--- config.mk ---
export PLATFORM = sky130hd
export DESIGN_NAME = button_autorepeat_with_stick_directions
export DESIGN_NICKNAME = d
export VERILOG_FILES = /design/src/rtl/btnar_pkg.sv /design/src/rtl/button_autorepeat_with_stick_directions.sv /design/src/rtl/btnar_cfg.sv /design/src/rtl/btnar_rpt.sv
export SDC_FILE = /design/constraint.sdc
export NUM_CORES = 2
export LEC_CHECK = 0
export BUFFER_PORTS_ARGS = -buffer_cell sky130_fd_sc_hd__buf_2
export CORE_MARGIN = 2
export CORE_UTILIZATION = 45
export DETAILED_ROUTE_END_ITERATION = 10
export PLACE_DENSITY = 0.68
export SLEW_MARGIN = 10
export SYNTH_ARGS = -nofsm -noshare
export SYNTH_HDL_FRONTEND = slang
export SYNTH_SLANG_ARGS = --single-unit
--- constraint.sdc ---
create_clock -name clk -period 11.7 [get_ports clk]
set_input_delay 0.585 -clock clk [delete_from_list [all_inputs] [get_ports clk]]
set_output_delay 0.585 -clock clk [all_outputs]
set_load 0.1 [all_outputs]
--- src/rtl/btnar_pkg.sv ---
// Shared types and constants for the button autorepeat block.
package btnar_pkg;

	localparam int NumButtons = 12;
	localparam int ButtonW    = 12;
	localparam int AxisW      = 8;
	localparam int TimeW      = 64;
	localparam int TpmW       = 20;
	localparam int MsW        = 16;
	localparam int DelayW     = TpmW + MsW;
	localparam int CfgIdxW    = 3;
	localparam int CfgDataW   = 20;

	localparam logic [TpmW-1:0]  TpmReset      = TpmW'(1000);
	localparam logic [MsW-1:0]   InitDlyReset  = MsW'(400);
	localparam logic [MsW-1:0]   RepIntReset   = MsW'(50);
	localparam logic [AxisW-1:0] LowLimReset   = AxisW'(32);
	localparam logic [AxisW-1:0] HighLimReset  = AxisW'(224);

	typedef enum logic [CfgIdxW-1:0] {
		REG_POLLING_MODE    = 3'd0,
		REG_TICKS_PER_MS    = 3'd1,
		REG_INITIAL_DELAY   = 3'd2,
		REG_REPEAT_INTERVAL = 3'd3,
		REG_STICK_LOW       = 3'd4,
		REG_STICK_HIGH      = 3'd5
	} cfg_reg_t;

	typedef struct packed {
		logic              mode;
		logic [DelayW-1:0] init_delay;
		logic [DelayW-1:0] rep_delay;
	} rpt_cfg_t;

	typedef struct packed {
		logic [AxisW-1:0] low;
		logic [AxisW-1:0] high;
	} stick_lim_t;

endpackage

--- src/rtl/button_autorepeat_with_stick_directions.sv ---
// Top level: controller sample qualifier with autorepeat and stick directions.
//
// Input channel (in_valid/in_ready) takes one controller sample per beat:
// sample_ok, raw_buttons, stick_x, stick_y and now_ticks. Output channel
// (out_valid/out_ready) gives one result beat per sample: status_ok,
// buttons_out, the stick axes and four direction flags.
// A sample passes from the input register into the output register, where
// its result is held for the output channel.
// Throughput is one sample per cycle while out_ready does not stall the output;
// the per-button deadline compare and add in the input stage set the cycle time.
// When out_ready is low the output register holds and the input register
// fills; in_ready drops only once both are full.
// The configuration channel (cfg_valid/cfg_ready, cfg_index, cfg_data) is
// always ready; the tick delays are registered from the written values.
// Reset empties both registers, clears all held flags and loads the
// default register values.
module button_autorepeat_with_stick_directions (
	input  logic                            clk,
	input  logic                            arst_n,
	input  logic                            cfg_valid,
	output logic                            cfg_ready,
	input  logic [btnar_pkg::CfgIdxW-1:0]   cfg_index,
	input  logic [btnar_pkg::CfgDataW-1:0]  cfg_data,
	input  logic                            in_valid,
	output logic                            in_ready,
	input  logic                            sample_ok,
	input  logic [btnar_pkg::ButtonW-1:0]   raw_buttons,
	input  logic [btnar_pkg::AxisW-1:0]     stick_x,
	input  logic [btnar_pkg::AxisW-1:0]     stick_y,
	input  logic [btnar_pkg::TimeW-1:0]     now_ticks,
	output logic                            out_valid,
	input  logic                            out_ready,
	output logic                            status_ok,
	output logic [btnar_pkg::ButtonW-1:0]   buttons_out,
	output logic [btnar_pkg::AxisW-1:0]     stick_x_out,
	output logic [btnar_pkg::AxisW-1:0]     stick_y_out,
	output logic                            dir_up,
	output logic                            dir_down,
	output logic                            dir_left,
	output logic                            dir_right
);

	btnar_pkg::rpt_cfg_t   rpt_cfg;
	btnar_pkg::stick_lim_t stick_lim;

	logic                          vld_s1;
	logic                          ok_s1;
	logic [btnar_pkg::ButtonW-1:0] raw_s1;
	logic [btnar_pkg::AxisW-1:0]   sx_s1;
	logic [btnar_pkg::AxisW-1:0]   sy_s1;
	logic [btnar_pkg::TimeW-1:0]   now_s1;

	logic                          vld_s2;
	logic                          ok_s2;
	logic [btnar_pkg::ButtonW-1:0] btn_s2;
	logic [btnar_pkg::AxisW-1:0]   sx_s2;
	logic [btnar_pkg::AxisW-1:0]   sy_s2;
	logic                          up_s2;
	logic                          down_s2;
	logic                          left_s2;
	logic                          right_s2;

	logic                          adv;
	logic [btnar_pkg::ButtonW-1:0] btn;
	logic                          up;
	logic                          left;

	btnar_cfg u_cfg (
		.clk       (clk),
		.arst_n    (arst_n),
		.cfg_valid (cfg_valid),
		.cfg_ready (cfg_ready),
		.cfg_index (cfg_index),
		.cfg_data  (cfg_data),
		.rpt_cfg   (rpt_cfg),
		.stick_lim (stick_lim)
	);

	assign adv      = vld_s1 && (!vld_s2 || out_ready);
	assign in_ready = !vld_s1 || adv;

	always_ff @(posedge clk or negedge arst_n) begin
		if (!arst_n) begin
			vld_s1 <= 1'b0;
		end else if (in_ready) begin
			vld_s1 <= in_valid;
		end
	end

	always_ff @(posedge clk) begin
		if (in_valid && in_ready) begin
			ok_s1  <= sample_ok;
			raw_s1 <= raw_buttons;
			sx_s1  <= stick_x;
			sy_s1  <= stick_y;
			now_s1 <= now_ticks;
		end
	end

	btnar_rpt u_rpt (
		.clk     (clk),
		.arst_n  (arst_n),
		.step    (adv),
		.ok      (ok_s1),
		.raw     (raw_s1),
		.now     (now_s1),
		.rpt_cfg (rpt_cfg),
		.btn     (btn)
	);

	assign up   = sy_s1 < stick_lim.low;
	assign left = sx_s1 < stick_lim.low;

	always_ff @(posedge clk or negedge arst_n) begin
		if (!arst_n) begin
			vld_s2 <= 1'b0;
		end else if (!vld_s2 || out_ready) begin
			vld_s2 <= vld_s1;
		end
	end

	always_ff @(posedge clk) begin
		if (adv) begin
			ok_s2    <= ok_s1;
			btn_s2   <= ok_s1 ? btn : '0;
			sx_s2    <= ok_s1 ? sx_s1 : '0;
			sy_s2    <= ok_s1 ? sy_s1 : '0;
			up_s2    <= ok_s1 && up;
			down_s2  <= ok_s1 && !up && (sy_s1 >= stick_lim.high);
			left_s2  <= ok_s1 && left;
			right_s2 <= ok_s1 && !left && (sx_s1 >= stick_lim.high);
		end
	end

	assign out_valid   = vld_s2;
	assign status_ok   = ok_s2;
	assign buttons_out = btn_s2;
	assign stick_x_out = sx_s2;
	assign stick_y_out = sy_s2;
	assign dir_up      = up_s2;
	assign dir_down    = down_s2;
	assign dir_left    = left_s2;
	assign dir_right   = right_s2;

endmodule

--- src/rtl/btnar_cfg.sv ---
// Configuration registers and precomputed repeat delays in ticks.
module btnar_cfg (
	input  logic                            clk,
	input  logic                            arst_n,
	input  logic                            cfg_valid,
	output logic                            cfg_ready,
	input  logic [btnar_pkg::CfgIdxW-1:0]   cfg_index,
	input  logic [btnar_pkg::CfgDataW-1:0]  cfg_data,
	output btnar_pkg::rpt_cfg_t             rpt_cfg,
	output btnar_pkg::stick_lim_t           stick_lim
);

	logic                         mode_q;
	logic [btnar_pkg::TpmW-1:0]   tpm_q;
	logic [btnar_pkg::MsW-1:0]    init_ms_q;
	logic [btnar_pkg::MsW-1:0]    rep_ms_q;
	logic [btnar_pkg::AxisW-1:0]  low_q;
	logic [btnar_pkg::AxisW-1:0]  high_q;
	logic [btnar_pkg::DelayW-1:0] init_dly_q;
	logic [btnar_pkg::DelayW-1:0] rep_dly_q;

	assign cfg_ready = 1'b1;

	always_ff @(posedge clk or negedge arst_n) begin
		if (!arst_n) begin
			mode_q    <= 1'b0;
			tpm_q     <= btnar_pkg::TpmReset;
			init_ms_q <= btnar_pkg::InitDlyReset;
			rep_ms_q  <= btnar_pkg::RepIntReset;
			low_q     <= btnar_pkg::LowLimReset;
			high_q    <= btnar_pkg::HighLimReset;
		end else if (cfg_valid && cfg_ready) begin
			unique case (btnar_pkg::cfg_reg_t'(cfg_index))
				btnar_pkg::REG_POLLING_MODE:    mode_q    <= cfg_data[0];
				btnar_pkg::REG_TICKS_PER_MS:    tpm_q     <= cfg_data[btnar_pkg::TpmW-1:0];
				btnar_pkg::REG_INITIAL_DELAY:   init_ms_q <= cfg_data[btnar_pkg::MsW-1:0];
				btnar_pkg::REG_REPEAT_INTERVAL: rep_ms_q  <= cfg_data[btnar_pkg::MsW-1:0];
				btnar_pkg::REG_STICK_LOW:       low_q     <= cfg_data[btnar_pkg::AxisW-1:0];
				btnar_pkg::REG_STICK_HIGH:      high_q    <= cfg_data[btnar_pkg::AxisW-1:0];
				default: ;
			endcase
		end
	end

	// delays in ticks, registered in the cycle after the ms registers change
	always_ff @(posedge clk or negedge arst_n) begin
		if (!arst_n) begin
			init_dly_q <= btnar_pkg::DelayW'(btnar_pkg::TpmReset) *
				btnar_pkg::DelayW'(btnar_pkg::InitDlyReset);
			rep_dly_q  <= btnar_pkg::DelayW'(btnar_pkg::TpmReset) *
				btnar_pkg::DelayW'(btnar_pkg::RepIntReset);
		end else begin
			init_dly_q <= btnar_pkg::DelayW'(tpm_q) * btnar_pkg::DelayW'(init_ms_q);
			rep_dly_q  <= btnar_pkg::DelayW'(tpm_q) * btnar_pkg::DelayW'(rep_ms_q);
		end
	end

	assign rpt_cfg.mode       = mode_q;
	assign rpt_cfg.init_delay = init_dly_q;
	assign rpt_cfg.rep_delay  = rep_dly_q;
	assign stick_lim.low      = low_q;
	assign stick_lim.high     = high_q;

endmodule

--- src/rtl/btnar_rpt.sv ---
// Per-button held flags, deadlines and autorepeat pulse logic.
module btnar_rpt (
	input  logic                            clk,
	input  logic                            arst_n,
	input  logic                            step,
	input  logic                            ok,
	input  logic [btnar_pkg::ButtonW-1:0]   raw,
	input  logic [btnar_pkg::TimeW-1:0]     now,
	input  btnar_pkg::rpt_cfg_t             rpt_cfg,
	output logic [btnar_pkg::ButtonW-1:0]   btn
);

	logic [btnar_pkg::NumButtons-1:0] held_q;
	logic [btnar_pkg::TimeW-1:0]      fire_q [btnar_pkg::NumButtons];
	logic [btnar_pkg::NumButtons-1:0] pulse;
	logic [btnar_pkg::NumButtons-1:0] due;
	logic [btnar_pkg::TimeW-1:0]      fire_d [btnar_pkg::NumButtons];
	logic                             upd;

	assign upd = step && ok && rpt_cfg.mode;

	always_comb begin
		btn = '0;
		for (int i = 0; i < btnar_pkg::NumButtons; i++) begin
			due[i]    = now >= fire_q[i];
			pulse[i]  = raw[i] && (!held_q[i] || due[i]);
			fire_d[i] = now + btnar_pkg::TimeW'(held_q[i] ? rpt_cfg.rep_delay
				: rpt_cfg.init_delay);
			btn[i]    = rpt_cfg.mode ? pulse[i] : raw[i];
		end
		if (!rpt_cfg.mode) begin
			btn = raw;
		end
	end

	always_ff @(posedge clk or negedge arst_n) begin
		if (!arst_n) begin
			held_q <= '0;
		end else if (upd) begin
			held_q <= raw[btnar_pkg::NumButtons-1:0];
		end
	end

	always_ff @(posedge clk) begin
		for (int i = 0; i < btnar_pkg::NumButtons; i++) begin
			if (upd && pulse[i]) begin
				fire_q[i] <= fire_d[i];
			end
		end
	end

endmodule
==> flow_summary.toml <==
[synthesis]
yosysTopAreaCell = "edfxtp_1"
yosysMostFrequentCell = "inv_1"
synth_nets = 12900
synth_area_per_cell_sq_um = 9.65
synth_cell_types = 108
seq_area_frac_synth_pct = 29.3
netlist_area_sq_mm = 0.105
synthFlopType = "edfxtp_1"
ys_warn_count = 0
synth_edf_count = 894
synth_area_leaders = "edfxtp_1 26%, ha_1 17%, fa_1 9.8%"
ys_async_sr_fraction_pct = 14.8
synthTopCellsByCount = "1466 x inv_1, 1446 x ha_1, 905 x nand2_1"
ys_ff_latch = 1049
netlist_instances = 10900
synth_top_area_share_pct = 25.6

[detailed_routing]
wl_microns = 320000
drt_iter0_markers = 6835
vias = 82500
drt-pass1-iter-count = 8
routedWlPerCell_microns = 22.5
final_antenna_net_count = 0
drc_errors = 0
via_per_inst = 5.81

[worst_setup_path]
crit_required_ns = 12.47
r2r-start = "u_cfg.tpm_q[2]$_DFFE_PN0P_"
critPathCaptureType = "register"
cp-start-kind = "register"
timing.rr.end = "u_cfg.rep_dly_q[32]$_DFF_PN0_"
regToRegSetupSlack_ns = 4.16
crit_type = "register to register"
worst-r2r-cell-count = 22
crit_arrival_ns = 8.31
crit_fanout = 17

[die]
die_w_microns = 487
die_h_microns = 487
io_pins = 157
num_rows = 177
die-area_sq_mm = 0.237
core-area_sq_mm = 0.232
start_util_pct = 45.2

[global_route]
grt_use_total_pct = 26.6
grt_max_degree = 71
grt_overflow_total = 0
antenna_found_initial = 15
busiest_layer = "met2"
grt_use_met3_pct = 4.39
grt_pass1_wl_microns = 486000
use_met1_pct = 33.1
grt_use_met2_pct = 44.9
grt_pass1_vias = 84900

[outcome]
status = "finished, final reports clean"

[sta]
fin_crit_sh_pct = 64.4
fin_setup_tns_ns = 0
slew-limit-headroom_pct = 21.1
setup_ws_ns = 4.16
rsz0062_at_grt = "no"
slew_viol_final = 0
setup_viol = 0
min_period_ns = 7.54
hold_viol = 0
holdWs_ns = 0.0374
fmax_mhz = 133
tightest_slew_ns = 1.18
skew_ns = 0.0364

[clock_tree]
clock_path_buffers = 3
postCtsSetupBuffers = 0
cts-resized-gates = 0
clk_pin_slew_ns = 0.07
cts_root_buffer = "clkbuf_16"
htreeDepth = 4
cts_hold_buffers = 97
cts_buffers = 134
cts_tree = "yes"
clock-sinks = 1049
clk_latency_ns = 0.85

[finish]
area_growth_pct = 9.37
fin_nets = 13100
drive_gt1_share_pct = 10.6

[placed_design]
pre_cts_slack_ns = 4.20
gp_congestion = 0.948
port_buffers = 155
hpwl_microns = 240000

[flow_run]
max-cap-violations = 0

[worst_hold_path]
hold_end = "u_cfg.init_ms_q[9]$_DFFE_PN0P_"
worstHoldStart = "cfg_data[9]"
worstHoldPathCells = 2
hp-class = "primary input to register"
[cells by family (layout without fill, tap and decap cells)]
| kind of cell | Yosys count | in the layout | synth area share, % |
|---|---|---|---|
| buffers and inverters | 1872 | 2146 | 6.81 |
| muxes | 495 | 495 | 5.30 |
| AOI/OAI and AO/OA | 2099 | 2099 | 13.0 |
| xor gates and xnor gates | 766 | 766 | 6.47 |
| adders and majority gates | 1958 | 1958 | 27.0 |
| other | 1 | 7 | 0.00358 |
| DFF | 1049 | 1049 | 29.3 |
| and+or+nand+nor | 2623 | 2623 | 12.1 |
[worst max-delay path by stage]
stage,depth (start not counted),start,endpoint,slack [ns]
2_1_floorplan,22,u_cfg.tpm_q[6]$_DFFE_PN1P_,u_cfg.rep_dly_q[32]$_DFF_PN0_,5.14
3_3_place_gp,22,u_cfg.tpm_q[2]$_DFFE_PN0P_,u_cfg.rep_dly_q[32]$_DFF_PN0_,4.16
3_5_place_dp,22,u_cfg.tpm_q[2]$_DFFE_PN0P_,u_cfg.rep_dly_q[32]$_DFF_PN0_,4.20
4_1_cts,22,u_cfg.tpm_q[2]$_DFFE_PN0P_,u_cfg.rep_dly_q[32]$_DFF_PN0_,4.18
5_1_grt,23,u_cfg.tpm_q[5]$_DFFE_PN1P_,u_cfg.rep_dly_q[32]$_DFF_PN0_,3.83
6_report,22,u_cfg.tpm_q[2]$_DFFE_PN0P_,u_cfg.rep_dly_q[32]$_DFF_PN0_,4.16
[through the flow]
stage / area, sq um / util (%) / cells
finish: 115000 / 49.4 / 14200
global route: 115000 / 49.4 / 14200
CTS: 115000 / 49.4 / 14200
detailed placement: 109000 / 47.1 / 13800
global placement: 109000 / 47.1 / 13800
floorplan: 105000 / - / 10900
[cell usage in the layout, fill, tap and decap left out, types with 183 or more instances in the layout]
| master | synthesis | final |
|---|---|---|
| o21ai_0 | 333 | 333 |
| buf_4 | 7 | 183 |
| and2_1 | 356 | 354 |
| inv_1 | 1466 | 1466 |
| a21o_1 | 487 | 487 |
| nand2_1 | 905 | 905 |
| nor2_1 | 518 | 511 |
| a21oi_1 | 665 | 664 |
| mux2_2 | 483 | 483 |
| fa_1 | 512 | 512 |
| ha_1 | 1446 | 1446 |
| edfxtp_1 | 894 | 894 |
| xnor2_1 | 478 | 478 |
| xor2_1 | 278 | 278 |
[state kept, by name (all words and copies together) (netlist names), 8 cells and up]
register,cells
u_cfg.rep_dly_q,36
u_cfg.init_dly_q,36
stick_y_out,8
buttons_out,12
u_cfg.high_q,8
u_cfg.init_ms_q,16
u_rpt.held_q,12
sx_s1,8
stick_x_out,8
now_s1,64
u_rpt.fire_q,768
raw_s1,12
u_cfg.low_q,8
u_cfg.tpm_q,20
u_cfg.rep_ms_q,16
sy_s1,8
[per-layer routing]
| layer | vias to the layer above | routed length (microns) |
|---|---|---|
| li1 | 37800 | - |
| met3 | 817 | 24100 |
| met5 | - | 27 |
| met2 | 3334 | 151000 |
| met1 | 40500 | 128000 |
| met4 | 4 | 16100 |
[worst max-delay path, cell delays in order (launching register included)]
cell       delay, ns
dfrtp_1         0.73
buf_4           0.38
nand2_1         0.11
fa_1            0.50
fa_1            0.55
inv_1           0.06
fa_1            0.50
fa_1            0.54
fa_1            0.56
inv_1           0.06
fa_1            0.53
inv_1           0.05
ha_1            0.36
a21o_1          0.20
a21o_1          0.18
a21o_1          0.20
a2111oi_0       0.47
o21bai_1        0.16
o41ai_2         0.43
o21ai_1         0.26
a211o_1         0.30
a21oi_1         0.18
xnor2_1         0.13
[final cells by class]
cell class              instances  area (sq um)
diodes                          6          15.0
fillers                     20900        117000
clock inverters                70           718
clock buffers                 175          3650
well taps                    3043          3810
flip-flops and latches       1049         30800
inverters                    1466          5500
multi-input cells            7942         67100
repair buffers                435          3130
Power is not shown: default switching activity piles up to over one toggle a cycle in this logic, so the estimate is an artifact.
